File: src/design/ntp_seconds_to_local_calendar_core_defines.svh
// Assertion macros shared by the calendar core modules.
// No dependencies; included by every module that carries assertions.
`ifndef NTP_SECONDS_TO_LOCAL_CALENDAR_CORE_DEFINES_SVH
`define NTP_SECONDS_TO_LOCAL_CALENDAR_CORE_DEFINES_SVH

// same-cycle implication, off while reset is low
`define NTPCAL_ASSERT_IMPL(name, clk_i, rstn_i, ante, cons, msg) \
  name: assert property (@(posedge clk_i) disable iff (!rstn_i) (ante) |-> (cons)) \
    else $error(msg);

// next-cycle implication, off while reset is low
`define NTPCAL_ASSERT_NEXT(name, clk_i, rstn_i, ante, cons, msg) \
  name: assert property (@(posedge clk_i) disable iff (!rstn_i) (ante) |=> (cons)) \
    else $error(msg);

`endif

File: src/design/ntpcal_pkg.sv
// Shared types, constants and reciprocal multipliers for the calendar core.
// No dependencies; imported by every module of the core.
`default_nettype none

package ntpcal_pkg;

  typedef struct packed {
    logic [7:0] year;
    logic [3:0] month;
    logic [4:0] mday;
    logic [2:0] wday;
    logic [4:0] hour;
    logic [5:0] minute;
    logic [5:0] second;
  } cal_t;

  localparam logic [31:0] NTP_UNIX_OFFSET = 32'd2208988800;
  localparam logic [17:0] SECS_PER_HOUR   = 18'd3600;
  localparam logic [17:0] SECS_PER_DAY    = 18'd86400;
  localparam logic [5:0]  LAST_WEEK_DAY   = 6'd25;

  localparam logic [4:0]  ZONE_RESET      = 5'd1;
  localparam logic [17:0] BIAS_RESET      = 18'(32'd3600 + 32'd86400);

  localparam logic [19:0] DAY_SHIFT       = 20'd719467;
  localparam logic [19:0] ERA4_BASE       = 20'(4 * 146097);
  localparam logic [19:0] ERA5_BASE       = 20'(5 * 146097);
  localparam logic [17:0] DAYS_PER_ERA_M1 = 18'd146096;
  localparam logic [17:0] CENT_DAYS       = 18'd36524;

  localparam logic [3:0] MON_MAR = 4'd2;
  localparam logic [3:0] MON_APR = 4'd3;
  localparam logic [3:0] MON_SEP = 4'd8;
  localparam logic [3:0] MON_OCT = 4'd9;

  // q = (x * RCP) >> K is exact for x below 2^N, with K = N + ceil(log2 d)
  localparam int K_675  = 36;
  localparam int K_7    = 19;
  localparam int K_3600 = 29;
  localparam int K_60   = 18;
  localparam int K_1460 = 29;
  localparam int K_365  = 27;
  localparam int K_100  = 16;
  localparam int K_153  = 19;

  localparam logic [26:0] RCP_675  = 27'(((64'd1 << K_675)  + 64'd674)  / 64'd675);
  localparam logic [16:0] RCP_7    = 17'(((64'd1 << K_7)    + 64'd6)    / 64'd7);
  localparam logic [17:0] RCP_3600 = 18'(((64'd1 << K_3600) + 64'd3599) / 64'd3600);
  localparam logic [12:0] RCP_60   = 13'(((64'd1 << K_60)   + 64'd59)   / 64'd60);
  localparam logic [18:0] RCP_1460 = 19'(((64'd1 << K_1460) + 64'd1459) / 64'd1460);
  localparam logic [18:0] RCP_365  = 19'(((64'd1 << K_365)  + 64'd364)  / 64'd365);
  localparam logic [9:0]  RCP_100  = 10'(((64'd1 << K_100)  + 64'd99)   / 64'd100);
  localparam logic [11:0] RCP_153  = 12'(((64'd1 << K_153)  + 64'd152)  / 64'd153);

  // day of year (from March 1) at which month index mp starts
  function automatic logic [8:0] month_start(input logic [3:0] mp);
    logic [8:0] r;
    unique case (mp)
      4'd0:    r = 9'd0;
      4'd1:    r = 9'd31;
      4'd2:    r = 9'd61;
      4'd3:    r = 9'd92;
      4'd4:    r = 9'd122;
      4'd5:    r = 9'd153;
      4'd6:    r = 9'd184;
      4'd7:    r = 9'd214;
      4'd8:    r = 9'd245;
      4'd9:    r = 9'd275;
      4'd10:   r = 9'd306;
      4'd11:   r = 9'd337;
      default: r = 9'd0;
    endcase
    return r;
  endfunction

endpackage

`default_nettype wire

File: src/design/ntpcal_split.sv
// Ten-stage pipeline that splits a biased second count into date and time.
// Depends on ntpcal_pkg and the core assertion macros.
`default_nettype none
`include "ntp_seconds_to_local_calendar_core_defines.svh"

module ntpcal_split (
  input  logic              clk,
  input  logic              rst_n,
  input  logic              in_valid,
  input  logic [32:0]       in_secs,
  output logic              out_valid,
  output ntpcal_pkg::cal_t  out_cal
);
  import ntpcal_pkg::*;

  // stage 1: day count from seconds
  logic [52:0] p1;
  logic        s1_v_r;
  logic [15:0] s1_q_r;
  logic [25:0] s1_x_r;
  logic [6:0]  s1_lo_r;

  // stage 2: second of day, shifted day number
  logic [25:0] s2_rem;
  logic        s2_v_r;
  logic [16:0] s2_sod_r;
  logic [19:0] s2_z_r;
  logic [15:0] s2_w_r;

  // stage 3: day of era, hour, weekday quotient
  logic        s3_era5;
  logic [19:0] s3_doe;
  logic [34:0] p3h;
  logic [32:0] p3w;
  logic        s3_v_r;
  logic [17:0] s3_doe_r;
  logic        s3_era5_r;
  logic [16:0] s3_sod_r;
  logic [4:0]  s3_hour_r;
  logic [15:0] s3_w_r;
  logic [12:0] s3_wq_r;

  // stage 4: year-of-era corrections, rest of hour, weekday
  logic [36:0] p4c;
  logic [16:0] s4_rem;
  logic [15:0] s4_wd;
  logic        s4_v_r;
  logic [17:0] s4_doe_r;
  logic        s4_era5_r;
  logic [6:0]  s4_c1460_r;
  logic [2:0]  s4_c36524_r;
  logic        s4_cera_r;
  logic [4:0]  s4_hour_r;
  logic [11:0] s4_rem_r;
  logic [2:0]  s4_wday_r;

  // stage 5
  logic [24:0] p5m;
  logic        s5_v_r;
  logic [17:0] s5_yin_r;
  logic [17:0] s5_doe_r;
  logic        s5_era5_r;
  logic [4:0]  s5_hour_r;
  logic [11:0] s5_rem_r;
  logic [5:0]  s5_min_r;
  logic [2:0]  s5_wday_r;

  // stage 6
  logic [36:0] p6y;
  logic [11:0] s6_sec;
  logic        s6_v_r;
  logic [8:0]  s6_yoe_r;
  logic [17:0] s6_doe_r;
  logic        s6_era5_r;
  logic [4:0]  s6_hour_r;
  logic [5:0]  s6_min_r;
  logic [5:0]  s6_sec_r;
  logic [2:0]  s6_wday_r;

  // stage 7
  logic [18:0] p7c;
  logic        s7_v_r;
  logic [17:0] s7_t365_r;
  logic [1:0]  s7_y100_r;
  logic [8:0]  s7_yoe_r;
  logic [17:0] s7_doe_r;
  logic        s7_era5_r;
  logic [4:0]  s7_hour_r;
  logic [5:0]  s7_min_r;
  logic [5:0]  s7_sec_r;
  logic [2:0]  s7_wday_r;

  // stage 8
  logic [17:0] s8_doy;
  logic        s8_v_r;
  logic [8:0]  s8_doy_r;
  logic [8:0]  s8_yoe_r;
  logic        s8_era5_r;
  logic [4:0]  s8_hour_r;
  logic [5:0]  s8_min_r;
  logic [5:0]  s8_sec_r;
  logic [2:0]  s8_wday_r;

  // stage 9
  logic [10:0] s9_x;
  logic [22:0] p9m;
  logic        s9_v_r;
  logic [3:0]  s9_mp_r;
  logic [8:0]  s9_doy_r;
  logic [8:0]  s9_yoe_r;
  logic        s9_era5_r;
  logic [4:0]  s9_hour_r;
  logic [5:0]  s9_min_r;
  logic [5:0]  s9_sec_r;
  logic [2:0]  s9_wday_r;

  // stage 10
  logic [8:0]  s10_mday;
  logic [10:0] s10_year;
  logic        s10_jan;
  logic        s10_v_r;
  cal_t        s10_cal_r;
  cal_t        s10_cal_nxt;

  assign p1 = 53'(in_secs[32:7]) * 53'(RCP_675);

  assign s2_rem = s1_x_r - 26'(s1_q_r) * 26'd675;

  assign s3_era5 = (s2_z_r >= ERA5_BASE);
  assign s3_doe  = s2_z_r - (s3_era5 ? ERA5_BASE : ERA4_BASE);
  assign p3h     = 35'(s2_sod_r) * 35'(RCP_3600);
  assign p3w     = 33'(s2_w_r) * 33'(RCP_7);

  assign p4c    = 37'(s3_doe_r) * 37'(RCP_1460);
  assign s4_rem = s3_sod_r - 17'(s3_hour_r) * 17'd3600;
  assign s4_wd  = s3_w_r - 16'(s3_wq_r) * 16'd7;

  assign p5m = 25'(s4_rem_r) * 25'(RCP_60);

  assign p6y    = 37'(s5_yin_r) * 37'(RCP_365);
  assign s6_sec = s5_rem_r - 12'(s5_min_r) * 12'd60;

  assign p7c = 19'(s6_yoe_r) * 19'(RCP_100);

  assign s8_doy = s7_doe_r - s7_t365_r + 18'(s7_y100_r);

  assign s9_x = {s8_doy_r, 2'b00} + 11'(s8_doy_r) + 11'd2;
  assign p9m  = 23'(s9_x) * 23'(RCP_153);

  assign s10_mday = s9_doy_r - month_start(s9_mp_r) + 9'd1;
  assign s10_jan  = (s9_mp_r >= 4'd10);
  assign s10_year = 11'(s9_yoe_r) + (s9_era5_r ? 11'd400 : 11'd0) + 11'(s10_jan) - 11'd300;

  always_comb begin
    s10_cal_nxt.year   = s10_year[7:0];
    s10_cal_nxt.month  = s10_jan ? (s9_mp_r - 4'd10) : (s9_mp_r + 4'd2);
    s10_cal_nxt.mday   = s10_mday[4:0];
    s10_cal_nxt.wday   = s9_wday_r;
    s10_cal_nxt.hour   = s9_hour_r;
    s10_cal_nxt.minute = s9_min_r;
    s10_cal_nxt.second = s9_sec_r;
  end

  always_ff @(posedge clk) begin
    if (!rst_n) begin
      s1_v_r  <= 1'b0;
      s2_v_r  <= 1'b0;
      s3_v_r  <= 1'b0;
      s4_v_r  <= 1'b0;
      s5_v_r  <= 1'b0;
      s6_v_r  <= 1'b0;
      s7_v_r  <= 1'b0;
      s8_v_r  <= 1'b0;
      s9_v_r  <= 1'b0;
      s10_v_r <= 1'b0;
    end else begin
      s1_v_r  <= in_valid;
      s2_v_r  <= s1_v_r;
      s3_v_r  <= s2_v_r;
      s4_v_r  <= s3_v_r;
      s5_v_r  <= s4_v_r;
      s6_v_r  <= s5_v_r;
      s7_v_r  <= s6_v_r;
      s8_v_r  <= s7_v_r;
      s9_v_r  <= s8_v_r;
      s10_v_r <= s9_v_r;
    end
  end

  always_ff @(posedge clk) begin
    s1_q_r  <= p1[K_675 +: 16];
    s1_x_r  <= in_secs[32:7];
    s1_lo_r <= in_secs[6:0];

    s2_sod_r <= {s2_rem[9:0], s1_lo_r};
    s2_z_r   <= 20'(s1_q_r) + DAY_SHIFT;
    s2_w_r   <= s1_q_r + 16'd3;

    s3_doe_r  <= s3_doe[17:0];
    s3_era5_r <= s3_era5;
    s3_sod_r  <= s2_sod_r;
    s3_hour_r <= p3h[K_3600 +: 5];
    s3_w_r    <= s2_w_r;
    s3_wq_r   <= p3w[K_7 +: 13];

    s4_doe_r    <= s3_doe_r;
    s4_era5_r   <= s3_era5_r;
    s4_c1460_r  <= p4c[K_1460 +: 7];
    s4_c36524_r <= 3'(s3_doe_r >= CENT_DAYS) + 3'(s3_doe_r >= 18'(2 * 36524))
                 + 3'(s3_doe_r >= 18'(3 * 36524)) + 3'(s3_doe_r >= 18'(4 * 36524));
    s4_cera_r   <= (s3_doe_r == DAYS_PER_ERA_M1);
    s4_hour_r   <= s3_hour_r;
    s4_rem_r    <= s4_rem[11:0];
    s4_wday_r   <= s4_wd[2:0];

    s5_yin_r  <= s4_doe_r - 18'(s4_c1460_r) + 18'(s4_c36524_r) - 18'(s4_cera_r);
    s5_doe_r  <= s4_doe_r;
    s5_era5_r <= s4_era5_r;
    s5_hour_r <= s4_hour_r;
    s5_rem_r  <= s4_rem_r;
    s5_min_r  <= p5m[K_60 +: 6];
    s5_wday_r <= s4_wday_r;

    s6_yoe_r  <= p6y[K_365 +: 9];
    s6_doe_r  <= s5_doe_r;
    s6_era5_r <= s5_era5_r;
    s6_hour_r <= s5_hour_r;
    s6_min_r  <= s5_min_r;
    s6_sec_r  <= s6_sec[5:0];
    s6_wday_r <= s5_wday_r;

    s7_t365_r <= 18'(s6_yoe_r) * 18'd365 + 18'(s6_yoe_r[8:2]);
    s7_y100_r <= p7c[K_100 +: 2];
    s7_yoe_r  <= s6_yoe_r;
    s7_doe_r  <= s6_doe_r;
    s7_era5_r <= s6_era5_r;
    s7_hour_r <= s6_hour_r;
    s7_min_r  <= s6_min_r;
    s7_sec_r  <= s6_sec_r;
    s7_wday_r <= s6_wday_r;

    s8_doy_r  <= s8_doy[8:0];
    s8_yoe_r  <= s7_yoe_r;
    s8_era5_r <= s7_era5_r;
    s8_hour_r <= s7_hour_r;
    s8_min_r  <= s7_min_r;
    s8_sec_r  <= s7_sec_r;
    s8_wday_r <= s7_wday_r;

    s9_mp_r   <= p9m[K_153 +: 4];
    s9_doy_r  <= s8_doy_r;
    s9_yoe_r  <= s8_yoe_r;
    s9_era5_r <= s8_era5_r;
    s9_hour_r <= s8_hour_r;
    s9_min_r  <= s8_min_r;
    s9_sec_r  <= s8_sec_r;
    s9_wday_r <= s8_wday_r;

    s10_cal_r <= s10_cal_nxt;
  end

  assign out_valid = s10_v_r;
  assign out_cal   = s10_cal_r;

  `NTPCAL_ASSERT_IMPL(a_sod_range, clk, rst_n, s2_v_r, s2_sod_r < 17'(SECS_PER_DAY), "sod out of range")
  `NTPCAL_ASSERT_IMPL(a_doe_range, clk, rst_n, s3_v_r, s3_doe_r <= DAYS_PER_ERA_M1, "doe out of range")
  `NTPCAL_ASSERT_IMPL(a_cal_range, clk, rst_n, s10_v_r, (s10_cal_r.mday >= 5'd1) && (s10_cal_r.month <= 4'd11) && (s10_cal_r.hour <= 5'd23) && (s10_cal_r.minute <= 6'd59) && (s10_cal_r.second <= 6'd59) && (s10_cal_r.wday <= 3'd6), "calendar field out of range")

endmodule

`default_nettype wire

File: config.mk
export PLATFORM = sky130hd
export DESIGN_NAME = ntpcal_split
export DESIGN_NICKNAME = d
export VERILOG_FILES = /design/src/design/ntpcal_pkg.sv /design/src/design/ntpcal_split.sv
export VERILOG_INCLUDE_DIRS = /design/src /design/src/design
export SDC_FILE = /design/constraint.sdc
export NUM_CORES = 2
export LEC_CHECK = 0
export BUFFER_PORTS_ARGS = -buffer_cell sky130_fd_sc_hd__buf_2
export CAP_MARGIN = 20
export CORE_AREA = 4 4 339 341
export CTS_CLUSTER_SIZE = 28
export DETAILED_ROUTE_END_ITERATION = 10
export DIE_AREA = 0 0 343 345
export SYNTH_ARGS = -nofsm -noshare
export SYNTH_HDL_FRONTEND = slang
export SYNTH_SLANG_ARGS = --single-unit
File: constraint.sdc
create_clock -name clk -period 7.4 [get_ports clk]
set_input_delay 2.22 -clock clk [delete_from_list [all_inputs] [get_ports clk]]
set_output_delay 2.22 -clock clk [all_outputs]
set_load 0.005 [all_outputs]
Yosys cells after proc, flatten, opt, wreduce, memory -nomap -nowiden
Memory sizes are Yosys's and may differ from the RTL's. A register that Yosys moved wholly into a read port is not among the register bits.
Index checks and enable logic that the tools add are counted.

storage, ports and cells
  bits in registers = 447
  bits in latches = 0
  bits in writable memories = 0
  bits in read-only memories = 144
  input port bits = 36
  output and inout port bits = 38
  word-level logic and storage cells = 124
  memories kept = 1

operators by class
  add/subtract/negate cells = 25
  $mul = 13
  divide/modulo/power cells = 0
  $lt $le $gt $ge = 6
  equal/unequal tests = 1
  shift operators = 0
  multiplexer cells = 3
  bitwise gates (word level) = 0
  reduce and logical (&&, ||, !) cells = 0

memory list
  memory            depth  width  rd ports  clocked after Yosys merged registers in  wr ports  RTL line          text
  (name not given)  16     9      1         1                                        0         ntpcal_pkg.sv:58  unique case (mp)

operators by type and width
  operator                  count
  $mul A18 B16 Y33 const B  2
  $mul A26 B27 Y52 const B  1
  $ge A18 B17 Y1 const B    2
  $mul A17 B18 Y34 const B  1
  $mul A16 B17 Y32 const B  1
  $mul A11 B12 Y23 const B  1
  $mul A12 B12 Y23 const B  1
  $add A16 B20 Y20 const B  1
  $ge A20 B20 Y1 const B    1
  $add A18 B3 Y18           1
  $eq A18 B18 Y1 const B    1
  $ge A18 B16 Y1 const B    1
  $ge A18 B18 Y1 const B    1
  $mux W18                  1
  $sub A18 B1 Y18           1
  $sub A18 B18 Y18          1
  $sub A18 B7 Y18           1
  $add A16 B2 Y16 const B   1
  $mul A16 B10 Y10 const B  1
  $mul A9 B6 Y14 const B    1
  $mul A13 B3 Y3 const B    1
  $sub A12 B12 Y12          1
  $add A11 B2 Y11 const B   1
  $add A11 B9 Y11           1
  other kinds (22)          22

Logic depth before layout (Yosys ltp)
  depth after elaboration = 4
  depth in mapped cells = 32
  mapped depth without buffers = 32

Worst setup path after synthesis
No wires, ideal clock.

  kind = input port to flip-flop
  start point = in in_secs[21]
  end point = reg s1_q_r[9]
  setup time = 0.072 ns
  arrival = 7.694 ns
  data required time = 7.328 ns
  slack = -0.366 ns
  cell stages on the path = 23
  path through = fa_1 > inv_1 > fa_1 > inv_1 > ha_1 > inv_1 > fa_1 > inv_1 > fa_1 > inv_1 > fa_1 > inv_1 > fa_1 > ha_1 > a21o_1 > a311o_1 > a221oi_1 > o211ai_1 > a22oi_2 > nand3b_1 > a31o_2 > a21oi_2 > xnor2_1

on the way
  cells in the longest elaborated chain, start to end = 1

RTL lines
  element               RTL line             text
  from (decl)           ntpcal_split.sv:10   input logic [32:0] in_secs,
  $mul A26 B27 Y52      ntpcal_split.sv:125  assign p1 = 53'(in_secs[32:7]) * 53'(RCP_675);
  named net p1[45]      ntpcal_split.sv:17   logic [52:0] p1;
  to (signal assigned)  ntpcal_split.sv:191  s1_q_r <= p1[K_675 +: 16];
  to (decl)             ntpcal_split.sv:19   logic [15:0] s1_q_r;

The timed path passes the listed nets, and every way through them passes these cells.
A chain may end at the register's enable or synchronous reset.

Worst setup path after layout
  start point = in in_secs[21]
  end point = reg s1_q_r[14]

Same word-level chain as after synthesis.

==> results list <==
- Clock root buffer: clkbuf_16
- Measured along the x axis, the die boundary spans about 340 µm.
* Initial cell density of the core: 0.3988
- After legalization and detailed placement, the total HPWL measured approximately 75000 µm.
- Counting along the longest clock path gives a buffer depth of 3.
- Worst slew margin: 0.4362
- The number of different library cells used by synthesis comes to between 60 and 70.
- Final weighted congestion in routability-driven placement: 0.8840
- Clock latency on the worst-skew pair: about 600 ps
- Flop2flop setup slack: around 480 ps
- In this run, synthesis produced a sequential element count of between 400 and 500.
* # nets final: 6158
- Hold bufs inserted after CTS: 0
- After synthesis, the cell types taking the most area are ha_1 32%, fa_1 26%, dfxtp_1 20%.
- Final hold analysis gives a worst-case slack of 308.6 ps.
- Total die area: 118300 µm²
- Global-route wire length before repair: approximately 150000 µm
- Number of hold violations in the final report: 0
* Outcome: finished, final reports clean
* Boundary pin count: between 70 and 80
* Avg Vias per Cell: between 4 and 5
- The synthesized design spends more area on one cell type than any other, namely ha_1.
* Via Count: 26920
- Endpoint type of the worst setup path: flip-flop
- CTS HTree Levels: 2
- Final critical-path share of the clock period: 0.9786
* Worst stage delay on the critical path: ~530 ps
- Setup violations remaining at the end of the flow were counted as 0.
- Worst hold path type: flip-flop to flip-flop
- Drt total wl: between 80000 and 90000 µm
* FMAX: around 140 MHz
* Highest net fanout along the worst path: 4
* Type of element launching the critical path: input pin
* Critical path data required time: a little under 8000 ps
- Number of buffers and inverters on the critical path: 7
- Pin count of the biggest net entering global routing: 16
- Worst Hold Path EP: s4_era5_r
- TritonCTS clock tree: done
* Antenna-violating nets left: 0
- Hold path startpoint: s3_era5_r
* Antenna diode instance count: 0
- For this run the aggregate overflow at the end of global routing stands at 0.
- Overall die height: approximately 350 µm
- The number of nets handed over by synthesis was just under 6000.
- The worst path in the final design needs a cycle of between 7000 and 8000 ps, including I/O delays and setup.
- Pins Over Slew Limit: 0
- Count of max-cap constraint violations: 0
- Before antenna repair, the detailed router went through 4 iterations.
- In the final layout, the share of cells above drive strength 1 is 0.08052.
- The worst register-to-register path has a depth of 29.
- In the global route stage, overall resource usage came out at 0.1525.
* Worst path top cell family by delay: adder cells
* Primary flip-flop cell chosen by synthesis mapping: dfxtp_1
- After detailed routing, the average wire length per cell comes to between 10 and 15 µm.
- Via count of the first global-routing pass: 28990
- Gate Count Post-Synth: ~4100
- Synthesized cell area: approximately 45000 µm²
* Post-synth EDFFs: 0
- The share of the Yosys chip area taken by registers is 0.1956.
- Ordered list of cells on the worst path: buf_2 > fa_1 > inv_1 > fa_1 > inv_1 > ha_1 > inv_1 > fa_1 > inv_1 > fa_1 > inv_1 > fa_1 > inv_2 > fa_2 > ha_4 > a21o_1 > a311o_1 > a221oi_2 > o211ai_1 > a22oi_2 > a21o_1 > nand3_2 > a31oi_2 > xnor2_1
* DRC Markers: 0
- Mean instance size in the synthesized netlist: 10.84 µm²
* Fraction of registers with async set or reset after synthesis: 0
* CORE AREA: 111900 µm²
* Reg clk slew, reported paths: 60 ps
* Synthesis-to-finish area growth: 11.81%
- On the critical path, the stage with the largest delay is an instance of fa_1.
- The setup path with the least slack is of type input pin to flip-flop.
* FP Rows: approximately 120
* Number of warnings reported in the yosys synthesis log: 0
* Clock buffers created by TritonCTS: 46
- Share of the synthesized area in the top cell type: 0.3225
- The number of antenna violations at the first check in global routing was 0.
* Actual slew at the worst max-slew pin: between 800 and 900 ps
- Port-buffer cells: 73
- Number of violations reported at the end of detailed-routing iteration 0: about 680
- The worst hold path was traced through 0 stages.
* Clock Sink Count: roughly 440
- The worst register-to-register path begins at s8_doy_r[2].
* Maximum clock skew at final layout: roughly 25 ps
* Unrepaired setup endpoints after global routing: yes
* Arrival time of the worst setup path: ~7800 ps
-- what timing repair did --
| action | 4_1_cts | 5_1_grt |
|---|---|---|
| gates resized for setup | 0 | 18 |
| endpoints found under the hold margin | 0 | 0 |
| setup buffers | 0 | 1 |
| setup endpoints to repair | 0 | 12 |
-- logic make-up (layout without fill, tap and decap cells) --
| group | count (synthesis) | count (layout) | synth area share |
|---|---|---|---|
| adder cells (fa/ha/maj) | 1738 | 1738 | 0.5863 |
| flip-flops | 436 | 436 | 0.1956 |
| buffers and inverters | 1063 | 1369 | 0.08942 |
| XOR/XNOR | 207 | 207 | 0.04080 |
| AND/OR/NAND/NOR | 322 | 322 | 0.03584 |
| AO/OA/AOI/OAI | 343 | 343 | 0.05067 |
| multiplexers | 6 | 6 | 0.001402 |
-- cells in the mapped netlist (all sizes together), types with 7 or more instances --
cell type	count
nor3	24
ha	1150
a31o	9
nor2	82
a21oi	105
o31ai	7
nand3	27
fa	588
nand2	72
nor2b	20
inv	1059
and3	17
a211oi	17
nand4	16
xor2	53
and2	15
a31oi	9
o211ai	8
a21o	45
a221oi	8
o21a	17
o21bai	19
o21ai	63
xnor2	154
nand2b	17
dfxtp	436
-- flip-flops by register name, indices dropped and copies added, names as in the netlist, 10 cells and up, named ones only --
signal	flops
s2_z_r	14
s2_sod_r	17
s2_w_r	16
s1_q_r	16
s4_rem_r	12
s3_doe_r	18
s5_yin_r	18
s3_sod_r	12
out_cal	37
s4_doe_r	18
s1_x_r	10
-- per-stage QoR --
step / setup TNS (ps) / cells / utilization / area [µm²] / setup slack [ps]
floorplan: -38.40 / 4115 / - / 44670 / -38.40
global placement: -4248 / 5835 / 0.4294 / 48040 / -431.8
detailed placement: -5268 / 5835 / 0.4294 / 48040 / -512.3
CTS: 0 / 5920 / 0.4450 / 49790 / 115.9
global route: -107.2 / 5921 / 0.4459 / 49890 / -42.07
finish: 0 / 5921 / 0.4459 / 49890 / 158.4
-- worst max path at each step --
| stage | end | from | cells past startpoint | slack (ps) |
|---|---|---|---|---|
| after global routing | flip-flop | s8_doy_r[1] | 30 | -40 |
| after floorplan | s1_q_r[9] | in_secs[21] | 23 | -40 |
| after CTS | s1_q_r[14] | in_secs[21] | 24 | 120 |
| final | s1_q_r[14] | in_secs[21] | 24 | 160 |
| after detailed placement | s1_q_r[14] | in_secs[21] | 22 | -510 |
| after global placement | s1_q_r[14] | in_secs[18] | 20 | -430 |
-- cells in the final DEF (no fill, tap or decap), drive strengths merged, types with 15 or more instances in the layout --
cell,Yosys,layout
nor2b,20,20
o21ai,63,63
o21bai,19,19
o21a,17,17
nand4,16,16
a211oi,17,17
nor3,24,24
inv,1059,1063
nand2,72,72
and3,17,17
nand2b,17,17
fa,588,588
buf,0,225
xnor2,154,154
and2,15,15
a21o,45,45
dfxtp,436,436
nand3,27,27
a21oi,105,105
clkbuf,4,59
nor2,82,82
ha,1150,1150
xor2,53,53
-- area by class of cell --
type,instances,area (µm²)
Clock buffer,59,1290
Clock inverter,26,455.4
Fill cell,10600,61990
Inverter,1059,3975
Multi-Input combinational cell,2616,32040
Sequential cell,436,8730
Tap cell,1500,1877
Timing Repair Buffer,225,1519
-- metal layers --
layer / up-vias / share of wire / routed length [µm] / track usage
met5: - / 0 / 0 / 0
met4: 0 / 0.022 / 1890 / 0.03259
met3: 93 / 0.020 / 1751 / 0.01182
met2: 230 / 0.50 / 42940 / 0.2716
met1: 13010 / 0.46 / 39830 / 0.2023
li1: 13590 / - / - / -
Power is left out: the tool's default activity adds up to more than one toggle a clock period on the data nets, which glitch-free logic cannot reach.
