`config.mk`:
```
export PLATFORM = sky130hd
export DESIGN_NAME = ntpcal_dst
export DESIGN_NICKNAME = d
export VERILOG_FILES = /design/src/design/ntpcal_pkg.sv /design/src/design/ntpcal_dst.sv
export VERILOG_INCLUDE_DIRS = /design/src /design/src/design
export SDC_FILE = /design/constraint.sdc
export NUM_CORES = 1
export LEC_CHECK = 0
export ABC_AREA = 1
export BUFFER_PORTS_ARGS = -buffer_cell sky130_fd_sc_hd__buf_2
export CAP_MARGIN = 25
export CORE_MARGIN = 2
export CORE_UTILIZATION = 25
export DETAILED_ROUTE_END_ITERATION = 6
export GPL_TIMING_DRIVEN = 0
export PLACE_DENSITY = 0.52
export SKIP_CTS_REPAIR_TIMING = 1
export SYNTH_ARGS = -nofsm -noshare
export SYNTH_HDL_FRONTEND = slang
export SYNTH_SLANG_ARGS = --single-unit
export TNS_END_PERCENT = 20
```
`constraint.sdc`:
```
create_clock -name clk -period 3.5 [get_ports clk]
set_clock_uncertainty 0.1 [all_clocks]
set_input_delay 0.35 -clock clk [delete_from_list [all_inputs] [get_ports clk]]
set_output_delay 0.35 -clock clk [all_outputs]
set_load 0.005 [all_outputs]
```
`src/design/ntp_seconds_to_local_calendar_core_defines.svh`:
```
// Assertion macros shared by the calendar core modules.
// No dependencies; included by every module that carries assertions.
`ifndef NTP_SECONDS_TO_LOCAL_CALENDAR_CORE_DEFINES_SVH
`define NTP_SECONDS_TO_LOCAL_CALENDAR_CORE_DEFINES_SVH

// same-cycle implication, off while reset is low
`define NTPCAL_ASSERT_IMPL(name, clk_i, rstn_i, ante, cons, msg) \
  name: assert property (@(posedge clk_i) disable iff (!rstn_i) (ante) |-> (cons)) \
    else $error(msg);

// next-cycle implication, off while reset is low
`define NTPCAL_ASSERT_NEXT(name, clk_i, rstn_i, ante, cons, msg) \
  name: assert property (@(posedge clk_i) disable iff (!rstn_i) (ante) |=> (cons)) \
    else $error(msg);

`endif

```
`src/design/ntpcal_pkg.sv`:
```
// Shared types, constants and reciprocal multipliers for the calendar core.
// No dependencies; imported by every module of the core.
`default_nettype none

package ntpcal_pkg;

  typedef struct packed {
    logic [7:0] year;
    logic [3:0] month;
    logic [4:0] mday;
    logic [2:0] wday;
    logic [4:0] hour;
    logic [5:0] minute;
    logic [5:0] second;
  } cal_t;

  localparam logic [31:0] NTP_UNIX_OFFSET = 32'd2208988800;
  localparam logic [17:0] SECS_PER_HOUR   = 18'd3600;
  localparam logic [17:0] SECS_PER_DAY    = 18'd86400;
  localparam logic [5:0]  LAST_WEEK_DAY   = 6'd25;

  localparam logic [4:0]  ZONE_RESET      = 5'd1;
  localparam logic [17:0] BIAS_RESET      = 18'(32'd3600 + 32'd86400);

  localparam logic [19:0] DAY_SHIFT       = 20'd719467;
  localparam logic [19:0] ERA4_BASE       = 20'(4 * 146097);
  localparam logic [19:0] ERA5_BASE       = 20'(5 * 146097);
  localparam logic [17:0] DAYS_PER_ERA_M1 = 18'd146096;
  localparam logic [17:0] CENT_DAYS       = 18'd36524;

  localparam logic [3:0] MON_MAR = 4'd2;
  localparam logic [3:0] MON_APR = 4'd3;
  localparam logic [3:0] MON_SEP = 4'd8;
  localparam logic [3:0] MON_OCT = 4'd9;

  // q = (x * RCP) >> K is exact for x below 2^N, with K = N + ceil(log2 d)
  localparam int K_675  = 36;
  localparam int K_7    = 19;
  localparam int K_3600 = 29;
  localparam int K_60   = 18;
  localparam int K_1460 = 29;
  localparam int K_365  = 27;
  localparam int K_100  = 16;
  localparam int K_153  = 19;

  localparam logic [26:0] RCP_675  = 27'(((64'd1 << K_675)  + 64'd674)  / 64'd675);
  localparam logic [16:0] RCP_7    = 17'(((64'd1 << K_7)    + 64'd6)    / 64'd7);
  localparam logic [17:0] RCP_3600 = 18'(((64'd1 << K_3600) + 64'd3599) / 64'd3600);
  localparam logic [12:0] RCP_60   = 13'(((64'd1 << K_60)   + 64'd59)   / 64'd60);
  localparam logic [18:0] RCP_1460 = 19'(((64'd1 << K_1460) + 64'd1459) / 64'd1460);
  localparam logic [18:0] RCP_365  = 19'(((64'd1 << K_365)  + 64'd364)  / 64'd365);
  localparam logic [9:0]  RCP_100  = 10'(((64'd1 << K_100)  + 64'd99)   / 64'd100);
  localparam logic [11:0] RCP_153  = 12'(((64'd1 << K_153)  + 64'd152)  / 64'd153);

  // day of year (from March 1) at which month index mp starts
  function automatic logic [8:0] month_start(input logic [3:0] mp);
    logic [8:0] r;
    unique case (mp)
      4'd0:    r = 9'd0;
      4'd1:    r = 9'd31;
      4'd2:    r = 9'd61;
      4'd3:    r = 9'd92;
      4'd4:    r = 9'd122;
      4'd5:    r = 9'd153;
      4'd6:    r = 9'd184;
      4'd7:    r = 9'd214;
      4'd8:    r = 9'd245;
      4'd9:    r = 9'd275;
      4'd10:   r = 9'd306;
      4'd11:   r = 9'd337;
      default: r = 9'd0;
    endcase
    return r;
  endfunction

endpackage

`default_nettype wire

```
`src/design/ntpcal_dst.sv`:
```
// Summer-time decision on standard local time and final output register.
// Depends on ntpcal_pkg and the core assertion macros.
`default_nettype none
`include "ntp_seconds_to_local_calendar_core_defines.svh"

module ntpcal_dst (
  input  logic              clk,
  input  logic              rst_n,
  input  logic              in_valid,
  input  ntpcal_pkg::cal_t  in_std,
  input  ntpcal_pkg::cal_t  in_sum,
  output logic              out_strobe,
  output ntpcal_pkg::cal_t  out_cal,
  output logic              out_summer
);
  import ntpcal_pkg::*;

  logic late;
  logic summer_nxt;
  logic strobe_r;
  cal_t cal_r;
  logic summer_r;

  assign late = ({1'b0, in_std.mday} >= (6'(in_std.wday) + LAST_WEEK_DAY));

  always_comb begin
    priority if ((in_std.month >= MON_APR) && (in_std.month <= MON_SEP)) begin
      summer_nxt = 1'b1;
    end else if (in_std.month == MON_MAR) begin
      summer_nxt = late && ((in_std.wday != 3'd0) || (in_std.hour >= 5'd2));
    end else if (in_std.month == MON_OCT) begin
      summer_nxt = !late || ((in_std.wday == 3'd0) && (in_std.hour < 5'd3));
    end else begin
      summer_nxt = 1'b0;
    end
  end

  always_ff @(posedge clk) begin
    if (!rst_n) begin
      strobe_r <= 1'b0;
    end else begin
      strobe_r <= in_valid;
    end
    cal_r    <= summer_nxt ? in_sum : in_std;
    summer_r <= summer_nxt;
  end

  assign out_strobe = strobe_r;
  assign out_cal    = cal_r;
  assign out_summer = summer_r;

  `NTPCAL_ASSERT_IMPL(a_summer_month, clk, rst_n, strobe_r && summer_r, (cal_r.month >= MON_MAR) && (cal_r.month <= MON_OCT), "summer time outside March to October")
  `NTPCAL_ASSERT_IMPL(a_std_month, clk, rst_n, strobe_r && !summer_r, (cal_r.month < MON_APR) || (cal_r.month > MON_SEP), "standard time in summer months")
  `NTPCAL_ASSERT_IMPL(a_march_late, clk, rst_n, strobe_r && summer_r && (cal_r.month == MON_MAR), cal_r.mday >= 5'd25, "early March summer time")

endmodule

`default_nettype wire

```
# == Word level (Yosys, flattened, before mapping) ==
# Index checks and enable logic that the tools add are counted.
# totals
ff_bits,39
input_bits,77
word_cells,29
# classes
eq_ne,2
muxes,4
n_addsub,1
n_reduce_logical,8
n_lt_le_gt_ge,5
# op_table
cell,n
$mux W37,1
$add A3 B5 Y6 const B,1
$ge A5 B6 Y1,1
$ge A5 B2 Y1 const B,1
$lt A5 B2 Y1 const B,1
$eq A4 B2 Y1 const B,1
$eq A4 B4 Y1 const B,1
$ge A4 B2 Y1 const B,1
$le A4 B4 Y1 const B,1
$logic_and A1 B1 Y1,3
$logic_not A3 Y1,1
$mux W1,3
$reduce_bool A3 Y1,1
$logic_or A1 B1 Y1,2
$logic_not A1 Y1,1

# == Depth between registers and ports, before layout ==
# Gate-level depths: netlist of the first run.
# depth
ltp_word,8
mapped_depth,16

# == Least setup slack after synthesis of the first run ==
# No wires, ideal clock.
# synth_timing
path_type,input port to flip-flop
startpoint,in in_std[17] in the netlist's numbering
endpoint,"reg cal_r, in the netlist out_cal[16]"
t_arrival_ns,1.927
setup_slack_ns,1.361
path_buffers,2
stages,15
path_cell_list,ha_1 > ha_1 > inv_1 > ha_1 > and3_1 > nand2_1 > nand2_1 > nand3_1 > nand2_1 > inv_2 > nand2_4 > buf_12 > buf_12 > nand2_2 > nand2_1
# synth_via
elab_chain_cells,8
word_cells_on_any_way,13
cone_classes,1 x add/sub; 1 x order compare; 4 x mux; 7 x reduce/logical
# synth_lines
item,line_no,source
from (decl),ntpcal_dst.sv:10,"input ntpcal_pkg::cal_t in_std,"
$add A3 B5 Y6,ntpcal_dst.sv:24,"assign late = ({1'b0, in_std.mday} >= (6'(in_std.wday) + LAST_WEEK_DAY));"
$ge A5 B6 Y1,ntpcal_dst.sv:24,
$logic_not A1 Y1,ntpcal_dst.sv:32,summer_nxt = !late || ((in_std.wday == 3'd0) && (in_std.hour < 5'd3));
$logic_or A1 B1 Y1,ntpcal_dst.sv:32,
$mux W1,ntpcal_dst.sv:31,end else if (in_std.month == MON_OCT) begin
$mux W1 (*),ntpcal_dst.sv:29,end else if (in_std.month == MON_MAR) begin
$mux W1 (*),ntpcal_dst.sv:27,priority if ((in_std.month >= MON_APR) && (in_std.month <= MON_SEP)) begin
$mux W37 (*),ntpcal_dst.sv:44,cal_r <= summer_nxt ? in_sum : in_std;
to (signal assigned),ntpcal_dst.sv:44,
to (decl),ntpcal_dst.sv:21,cal_t cal_r;
# Mark *: on every way between the ends. The rest lies on a longest branch, timed or not.
# A chain may end at the register's enable or synchronous reset.

# == Final worst setup path of the first run ==
# layout_timing
startpoint,in in_std[17] in the netlist's numbering
endpoint,"reg cal_r, in the netlist out_cal[24]"
# Same word-level chain as after synthesis.

==> impl_metrics.csv, run 1 <==
group,metric,value,unit
setup_path,setup.worst_path.start,"in_std[17]",
die,start_util,0.257,
final_layout,drive_gt1_frac,0.470,
setup_path,cp-end-kind,"register",
die,io_pins,116,
yosys,synth.area.mux_share,0,
yosys,synth_compound_gate_area_share,0.00721,
power,vdd_ir_drop_max,130,µV
clock_tree,cts_made_buffers,5,
placed_design,placed_cells,410,
yosys,yosysWarnings,0,
die,die_h,87.3,µm
hold_path,hp-class,"primary input to register",
setup_path,crit_path_start_kind,"primary input",
sta,report.final.hold_viol_count,0,
yosys,synthFlopType,"dfxtp_1",
sta,min_period_over_period,0.601,
power,p_switching,298,µW
power,p_int,806,µW
drt,drtAntennaViolNets,0,
yosys,synth_cell_types,20,
placed_design,dp_hpwl,3.55,mm
power,power_frac_seq,0.461,
yosys,syn-cell-area,1740,µm²
yosys,syn_nets,300,
sta,fmax,0.475,GHz
clock_tree,cts.path.max_buffers,2,
power,power.density,439,nW/µm²
die,die_width,87.3,µm
power,combPwrFrac,0.230,
clock_tree,cts.sinks,39,
setup_path,cp.arrival,2.19,ns
drt,totalWireLength,4.61,mm
yosys,yosysMostFrequentCell,"nand2_1",
yosys,synth_top_family_by_area,"simple AND/OR/NAND/NOR gates",
die,core_area,6760,µm²
clock_tree,htreeDepth,2,
placed_design,gp_congestion,0.690,
placed_design,dp_slack,1.07,ns
setup_path,crit_type,"primary input to register",
drt,wl_per_cell,11.0,µm
drt,drt_first_pass_iters,4,
final_layout,nets,422,
grt,grt_pass1_wl,7.13,mm
yosys,synthSimpleGateAreaFrac,0.374,
final_layout,fin_cells,418,
placed_design,port_buffers,115,
yosys,yosysTopAreaCellShare,0.450,
yosys,synthCells,215,
sta,tightest_slew,0.189,ns
power,p_leak,0.00144,µW
yosys,ys_top_cells_by_count,"68 x nand2_1, 41 x nand3_1, 39 x dfxtp_1",
die,die-area,7620,µm²
flow_run,cap_viol_max_count,0,
yosys,synth.avg_cell_area,8.07,µm²
yosys,synth_edf_count,0,
grt,grt_pass1_vias,1565,
sta,drv_slew,0,
grt,grt_overflow,0,
sta,setup_tns,0,ns
final_layout,multi_input_area,762,µm²
grt,grtUsageTotal,0.120,
yosys,yosysSeqAreaShare,0.450,
sta,setup_viol,0,
sta,rsz0062_at_grt,"no",
yosys,ys_ff_latch,39,
clock_tree,clockRootBuffer,"clkbuf_8",
setup_path,cp_max_fo,10,
final_layout,synthToLayoutAreaGrowth,44.9,%
clock_tree,cts_tree,"yes",
clock_tree,clkSlewWorstSetupHoldPaths,0.08,ns
drt,via_per_inst,4.12,
sta,min_period,2.10,ns
yosys,yosys-top-cells-area,"dfxtp_1 45%, nand2_1 15%, nand3_1 12%",
yosys,yosys.area_share.xor_xnor,0,
drt,drcViolationCount,0,
yosys,synth_area_leader_cell,"dfxtp_1",
yosys,async_flop_share,0,
power,switching_share,0.270,
sta,relSlewSlack,0.874,
yosys,synth-adder-area-share,0.0577,
final_layout,seq_area,781,µm²
drt,drtIter0Drc,33,
final_layout,num_antenna_cells,0,
die,rows,30,
sta,worst_slack,1.40,ns
final_layout,fillers,753,
status,status,"finished, final reports clean",
grt,grt_max_degree,13,
setup_path,cp-endpoint,"out_cal[24]",
power,power_frac_clock,0.310,
setup_path,worstPathRequired,3.59,ns
drt,vias,1722,
grt,antenna_found_initial,0,
[state kept, by name, indices dropped and copies added, names as in the netlist]
signal / cells
out_cal: 37
out_strobe: 1
out_summer: 1
[final cells by class]
class,count,area share
timing repair buffer,115,0.229
sequential,39,0.310
multi-input combinational,151,0.303
tap,80,0.0398
inverter,13,0.0194
clock buffer,7,0.0383
clock inverter,1,0.00299
buffer,12,0.0572
[cell usage in the layout (no fill, tap or decap)]
cell type / Yosys / final
nand3_1: 41 / 41
buf_12: 3 / 3
nor2_1: 6 / 6
buf_4: 2 / 2
a21oi_1: 1 / 1
nor3_1: 1 / 1
clkbuf_8: 0 / 7
clkbuf_4: 1 / 1
and3_1: 1 / 1
nand2_2: 21 / 21
clkinvlp_4: 0 / 1
dfxtp_1: 39 / 39
o211ai_1: 1 / 1
nand2_1: 68 / 68
buf_2: 1 / 116
nor2_2: 1 / 1
nand4_1: 1 / 1
buf_6: 5 / 5
inv_2: 1 / 1
nand2_4: 1 / 1
ha_1: 8 / 8
inv_1: 12 / 12
[through the flow]
stage / total power, µW / area (µm²) / hold slack [ns] / utilization
6_report: 1100 / 2510 / 0.143 / 0.372
5_1_grt: 1180 / 2510 / 0.129 / 0.372
4_1_cts: 1130 / 2510 / 0.128 / 0.372
3_5_place_dp: 778 / 2410 / 0.435 / 0.357
3_3_place_gp: 776 / 2410 / 0.433 / 0.357
2_1_floorplan: 653 / 1740 / 0.343 / -
[worst min path at each step]
stage | endpoint | depth (start not counted) | startpoint | slack (ns)
final | out_strobe | 3 | rst_n | 0.14
after global routing | out_strobe | 3 | in_valid | 0.13
after CTS | out_strobe | 3 | in_valid | 0.13
after detailed placement | out_strobe | 3 | in_valid | 0.44
after global placement | out_strobe | 3 | in_valid | 0.43
after floorplan | out_strobe | 2 | in_valid | 0.34
[routing by layer]
layer  track usage  share of wire  vias up
li1              -              -      920
met1         0.144           0.44      734
met2         0.205           0.47       62
met3        0.0313          0.067        6
met4        0.0420          0.014        0
met5             0              0        -
[power groups by stage]
stage | logic, µW | registers [µW] | clock network, µW
2_1_floorplan | 123 | 529 | 0
3_3_place_gp | 258 | 519 | 0
3_5_place_dp | 260 | 519 | 0
4_1_cts | 260 | 509 | 363
5_1_grt | 288 | 514 | 378
6_report | 253 | 509 | 342
[cells by family after synthesis]
logic type	after synthesis
AO/OA/AOI/OAI	2
adder cells (fa/ha/maj)	8
buffers and inverters	25
flip-flops	39
AND/OR/NAND/NOR	141
[worst max-delay path, stage by stage]
cell and delay (ns):
buf_2 0.12, ha_1 0.19, ha_1 0.27, inv_1 0.04
ha_1 0.25, and3_1 0.17, nand2_1 0.06, nand2_1 0.06
nand3_1 0.10, nand2_2 0.08, buf_6 0.15, clkbuf_4 0.19
nand3_1 0.09, nand2_1 0.05
(Power assumes the default switching activity.)
==> inputs of run 2 (changes only) <==
Settings changed: PLACE_DENSITY 0.52 to 0.53.
Clock period 3.5 ns to 1.7 ns, I/O delays scaled along.
==> run 2 against run 1 <==
  * The flow now finishes with violations (hold timing, setup timing)
  * Cell area is 28% higher
  * Final cell count up 11%
  * Total power increased by 130%
  * Via count grew 12%
  * First-iteration DRC count rose by 21%
  * Critical path type unchanged
  * Largest cell class is now buffers
==> impl_metrics.csv, run 2 (same netlist as run 1, synthesis figures left out) <==
group,metric,value,unit
setup_path,max_stage_delay,0.25,ns
clock_tree,cts_made_buffers,5,
sta,setup_viol,37,
final_layout,synthToLayoutAreaGrowth,85.9,%
grt,grt_pass1_vias,1551,
drt,drtAntennaViolNets,0,
die,io_pins,116,
setup_path,cp-end-kind,"register",
sta,worst_slack,-0.120,ns
final_layout,fillers,678,
drt,drt_first_pass_iters,4,
sta,min_period_over_period,1.07,
die,die_h,87.3,µm
clock_tree,htreeDepth,2,
final_layout,drive_gt1_frac,0.490,
sta,relSlewSlack,0.863,
status,violations,"hold timing, setup timing",
flow_run,cap_viol_max_count,0,
power,p_leak,0.00173,µW
clock_tree,cts.path.max_buffers,2,
final_layout,nets,470,
drt,wl_per_cell,11.9,µm
placed_design,gp_congestion,0.685,
sta,tightest_slew,0.204,ns
clock_tree,clockRootBuffer,"clkbuf_8",
clock_tree,clkSlewWorstSetupHoldPaths,0.08,ns
final_layout,final_common_cell,"buf_2",
power,power.density,769,nW/µm²
drt,vias,1934,
setup_path,path_cells,"buf_8 > ha_4 > ha_4 > inv_2 > ha_4 > and3_4 > nand2_2 > nand2_2 > nand3_2 > nand2_4 > nand2_4 > buf_12 > clkbuf_16 > nand2_2 > nand2_1",
die,core_area,6760,µm²
power,vdd_ir_drop_max,343,µV
grt,grt_overflow,0,
die,die_width,87.3,µm
sta,hold_ws,-0.00832,ns
sta,rsz0062_at_grt,"yes",
sta,fmax,0.549,GHz
grt,antenna_found_initial,0,
drt,drtIter0Drc,40,
hold_path,hp-class,"primary input to register",
drt,drcViolationCount,0,
sta,min_period,1.82,ns
setup_path,critPathSlowestCell,"ha_4",
placed_design,dp_hpwl,3.58,mm
sta,setup_tns,-2.77,ns
setup_path,cp.arrival,1.91,ns
clock_tree,cts.sinks,39,
setup_path,crit_path_start_kind,"primary input",
setup_path,worstPathRequired,1.79,ns
drt,via_per_inst,4.15,
die,start_util,0.257,
final_layout,num_antenna_cells,0,
die,rows,30,
die,die-area,7620,µm²
sta,report.final.hold_viol_count,5,
final_layout,largest_reg_flops,37,
grt,grtUsageTotal,0.121,
grt,grt_pass1_wl,7.16,mm
final_layout,multi_input_area,898,µm²
grt,grt_max_degree,13,
setup_path,crit_type,"primary input to register",
drt,totalWireLength,5.53,mm
clock_tree,cts_tree,"yes",
final_layout,seq_area,781,µm²
setup_path,cp_max_fo,6,
placed_design,port_buffers,115,
status,status,"finished with violations",
final_layout,layout_common_cells,"113 x buf_2, 52 x nand2_1, 42 x dlygate4sd3_1, 39 x nand3_1, 39 x dfxtp_1",
sta,drv_slew,0,
==> run 2: cell count changes in the layout (fill, tap and decap cells not counted), sizes merged <==
cell	change
buf	+3
dlygate4sd3	+42
clkbuf	+3
==> run 2: per-layer routing <==
metal	track usage	wire length, µm	vias up
li1	-	-	1021
met1	0.150	2430	842
met2	0.196	2690	66
met3	0.0417	338	5
met4	0.0420	64	0
met5	0	0	-
==> run 2: worst max-delay path: cells and delay by family <==
| family | cells | cell delay (ns) |
|---|---|---|
| adder cells (fa/ha/maj) | 3 | 0.64 |
| buffers and inverters | 4 | 0.44 |
| AND/OR/NAND/NOR | 8 | 0.64 |
==> run 2: path summary, 6_finish.rpt <==
path  startpoint           to  slack (ns)  depth (start not counted)
max   in_std[17]  out_cal[24]       -0.12                         15
min   in_sum[20]  out_cal[20]      -0.008                          3
==> run 2: power breakdown <==
group          switching, µW  internal [µW]
Combinational            318            405
Clock                    342            369
Sequential              25.0           1020
Total                    684           1800
==> run 2: area by class of cell <==
class,instances,share of cell area
plain buffers,12,0.0535
clock buffers,7,0.0299
clock inverters,1,0.00233
inverters,13,0.0151
multi-input cells,151,0.278
flip-flops and latches,39,0.242
well taps,80,0.0310
repair buffers,163,0.348
==> run 2: through the flow <==
step / worst slack (ns) / area, µm² / instances / total power [µW] / util
after floorplan: -0.186 / 1760 / 215 / 1350 / -
after global placement: -0.470 / 2440 / 410 / 1600 / 0.361
after detailed placement: -0.486 / 2440 / 410 / 1610 / 0.361
after CTS: -0.172 / 2540 / 418 / 2330 / 0.376
after global routing: -0.182 / 3230 / 466 / 2640 / 0.478
final: -0.120 / 3230 / 466 / 2480 / 0.478
==> inputs of run 3 (changes only) <==
Settings changed: SKIP_LAST_GASP from default to 1.
==> run 3 against run 2 <==
  * The flow still finishes with violations (hold timing, setup timing)
  * Setup slack lost 0.00082 ns
  * Clock power is essentially flat
  * Die area is the same
  * Worst hold slack lost 0.025 ns
  * Fmax is essentially flat
  * Largest cell class unchanged
==> impl_metrics.csv, run 3 (same netlist as run 1, synthesis figures left out) <==
group,metric,value,unit
power,p_leak,0.00171,µW
sta,drv_slew,0,
setup_path,max_stage_delay,0.25,ns
die,die-area,7620,µm²
clock_tree,clkSlewWorstSetupHoldPaths,0.08,ns
final_layout,final_core_util,0.471,
setup_path,cp.arrival,1.91,ns
die,die_width,87.3,µm
sta,min_period,1.82,ns
final_layout,num_antenna_cells,0,
placed_design,dp_hpwl,3.58,mm
clock_tree,cts_tree,"yes",
grt,grt_pass1_wl,7.16,mm
grt,antenna_found_initial,0,
setup_path,cp-endpoint,"out_cal[24]",
final_layout,layout_common_cells,"113 x buf_2, 61 x nand2_1, 41 x dlygate4sd3_1, 39 x nand3_1, 39 x dfxtp_1",
final_layout,seq_area,781,µm²
sta,report.final.hold_viol_count,7,
power,power_frac_seq,0.425,
setup_path,critPathSlowestCell,"ha_4",
drt,wl_per_cell,11.7,µm
final_layout,final_common_cell,"buf_2",
grt,grt_max_degree,13,
sta,rsz0062_at_grt,"yes",
placed_design,port_buffers,115,
sta,relSlewSlack,0.863,
drt,drtAntennaViolNets,0,
drt,vias,1930,
clock_tree,cts.path.max_buffers,2,
drt,totalWireLength,5.43,mm
power,p_int,1790,µW
power,power.density,775,nW/µm²
drt,drcViolationCount,0,
final_layout,largest_reg_flops,37,
status,violations,"hold timing, setup timing",
drt,via_per_inst,4.15,
final_layout,drive_gt1_frac,0.468,
sta,worst_slack,-0.121,ns
sta,fmax,0.549,GHz
drt,drtIter0Drc,31,
sta,hold_ws,-0.0337,ns
setup_path,worstPathRequired,1.79,ns
power,vdd_ir_drop_max,346,µV
power,power_frac_clock,0.289,
clock_tree,cts.sinks,39,
sta,setup_tns,-2.83,ns
power,switching_share,0.274,
power,p_switching,675,µW
die,die_h,87.3,µm
final_layout,synthToLayoutAreaGrowth,83.3,%
final_layout,nets,469,
setup_path,cp-end-kind,"register",
sta,min_period_over_period,1.07,
sta,tightest_slew,0.204,ns
final_layout,multi_input_area,871,µm²
setup_path,setup.worst_path.start,"in_std[17]",
setup_path,crit_path_start_kind,"primary input",
setup_path,path_cells,"buf_8 > ha_4 > ha_4 > inv_2 > ha_4 > and3_4 > nand2_2 > nand2_2 > nand3_2 > nand2_4 > nand2_4 > buf_12 > clkbuf_16 > nand2_2 > nand2_1",
clock_tree,cts_made_buffers,5,
die,core_area,6760,µm²
grt,grtUsageTotal,0.121,
setup_path,crit_type,"primary input to register",
clock_tree,clockRootBuffer,"clkbuf_8",
grt,grt_pass1_vias,1551,
hold_path,hp-class,"primary input to register",
clock_tree,htreeDepth,2,
flow_run,cap_viol_max_count,0,
die,rows,30,
sta,setup_viol,37,
placed_design,gp_congestion,0.685,
grt,grt_overflow,0,
die,start_util,0.257,
die,io_pins,116,
drt,drt_first_pass_iters,4,
power,p_total,2470,µW
power,combPwrFrac,0.286,
final_layout,fillers,677,
status,status,"finished with violations",
setup_path,cp_max_fo,6,
[run 3: cell count changes in the layout (fill, tap and decap cells not counted), sizes merged]
| cell | delta |
|---|---|
| dlygate4sd3 | -1 |
[run 3: power by group through the flow]
stage / clock network, µW / logic [µW] / registers [µW]
2_1_floorplan: 0 / 258 / 1090
3_3_place_gp: 0 / 534 / 1070
3_5_place_dp: 0 / 539 / 1070
4_1_cts: 742 / 541 / 1050
5_1_grt: 781 / 784 / 1060
6_report: 712 / 705 / 1050
[run 3: area by class of cell]
class / instances / share of cell area
plain buffers: 12 / 0.0519
repair buffers: 162 / 0.350
multi-input cells: 151 / 0.274
clock inverters: 1 / 0.00236
inverters: 13 / 0.0153
well taps: 80 / 0.0315
flip-flops and latches: 39 / 0.245
clock buffers: 7 / 0.0303
[run 3: worst min-delay path by stage]
| stage | cells past startpoint | from | to | slack (ns) |
|---|---|---|---|---|
| detailed placement | 3 | in_valid | out_strobe | 0.25 |
| floorplan | 2 | in_sum[16] | out_cal[16] | 0.16 |
| CTS | 3 | in_valid | out_strobe | -0.06 |
| finish | 3 | in_sum[36] | out_cal[36] | -0.03 |
| global placement | 3 | in_valid | out_strobe | 0.25 |
| global route | 3 | in_std[5] | out_cal[5] | 0.0005 |
[run 3: worst max-delay path, delay by kind of cell]
kind / cells / cell delay, ns
adder cells (fa/ha/maj): 3 / 0.64
buffers and inverters: 4 / 0.44
AND/OR/NAND/NOR: 8 / 0.64
[run 3: stage by stage]
step | area, µm² | hold slack [ns] | instances | worst slack [ns]
2_1_floorplan | 1760 | 0.162 | 215 | -0.186
3_3_place_gp | 2440 | 0.248 | 410 | -0.470
3_5_place_dp | 2440 | 0.254 | 410 | -0.486
4_1_cts | 2540 | -0.0577 | 418 | -0.172
5_1_grt | 3180 | 0.000515 | 465 | -0.182
6_report | 3180 | -0.0337 | 465 | -0.121
[run 3: metal layers]
| layer | vias to the layer above | routed length, µm | share of wire | GRT usage |
|---|---|---|---|---|
| met5 | - | 0 | 0 | 0 |
| met4 | 0 | 64 | 0.012 | 0.0420 |
| met3 | 5 | 333 | 0.061 | 0.0417 |
| met2 | 64 | 2640 | 0.49 | 0.196 |
| met1 | 843 | 2400 | 0.44 | 0.150 |
| li1 | 1018 | - | - | - |
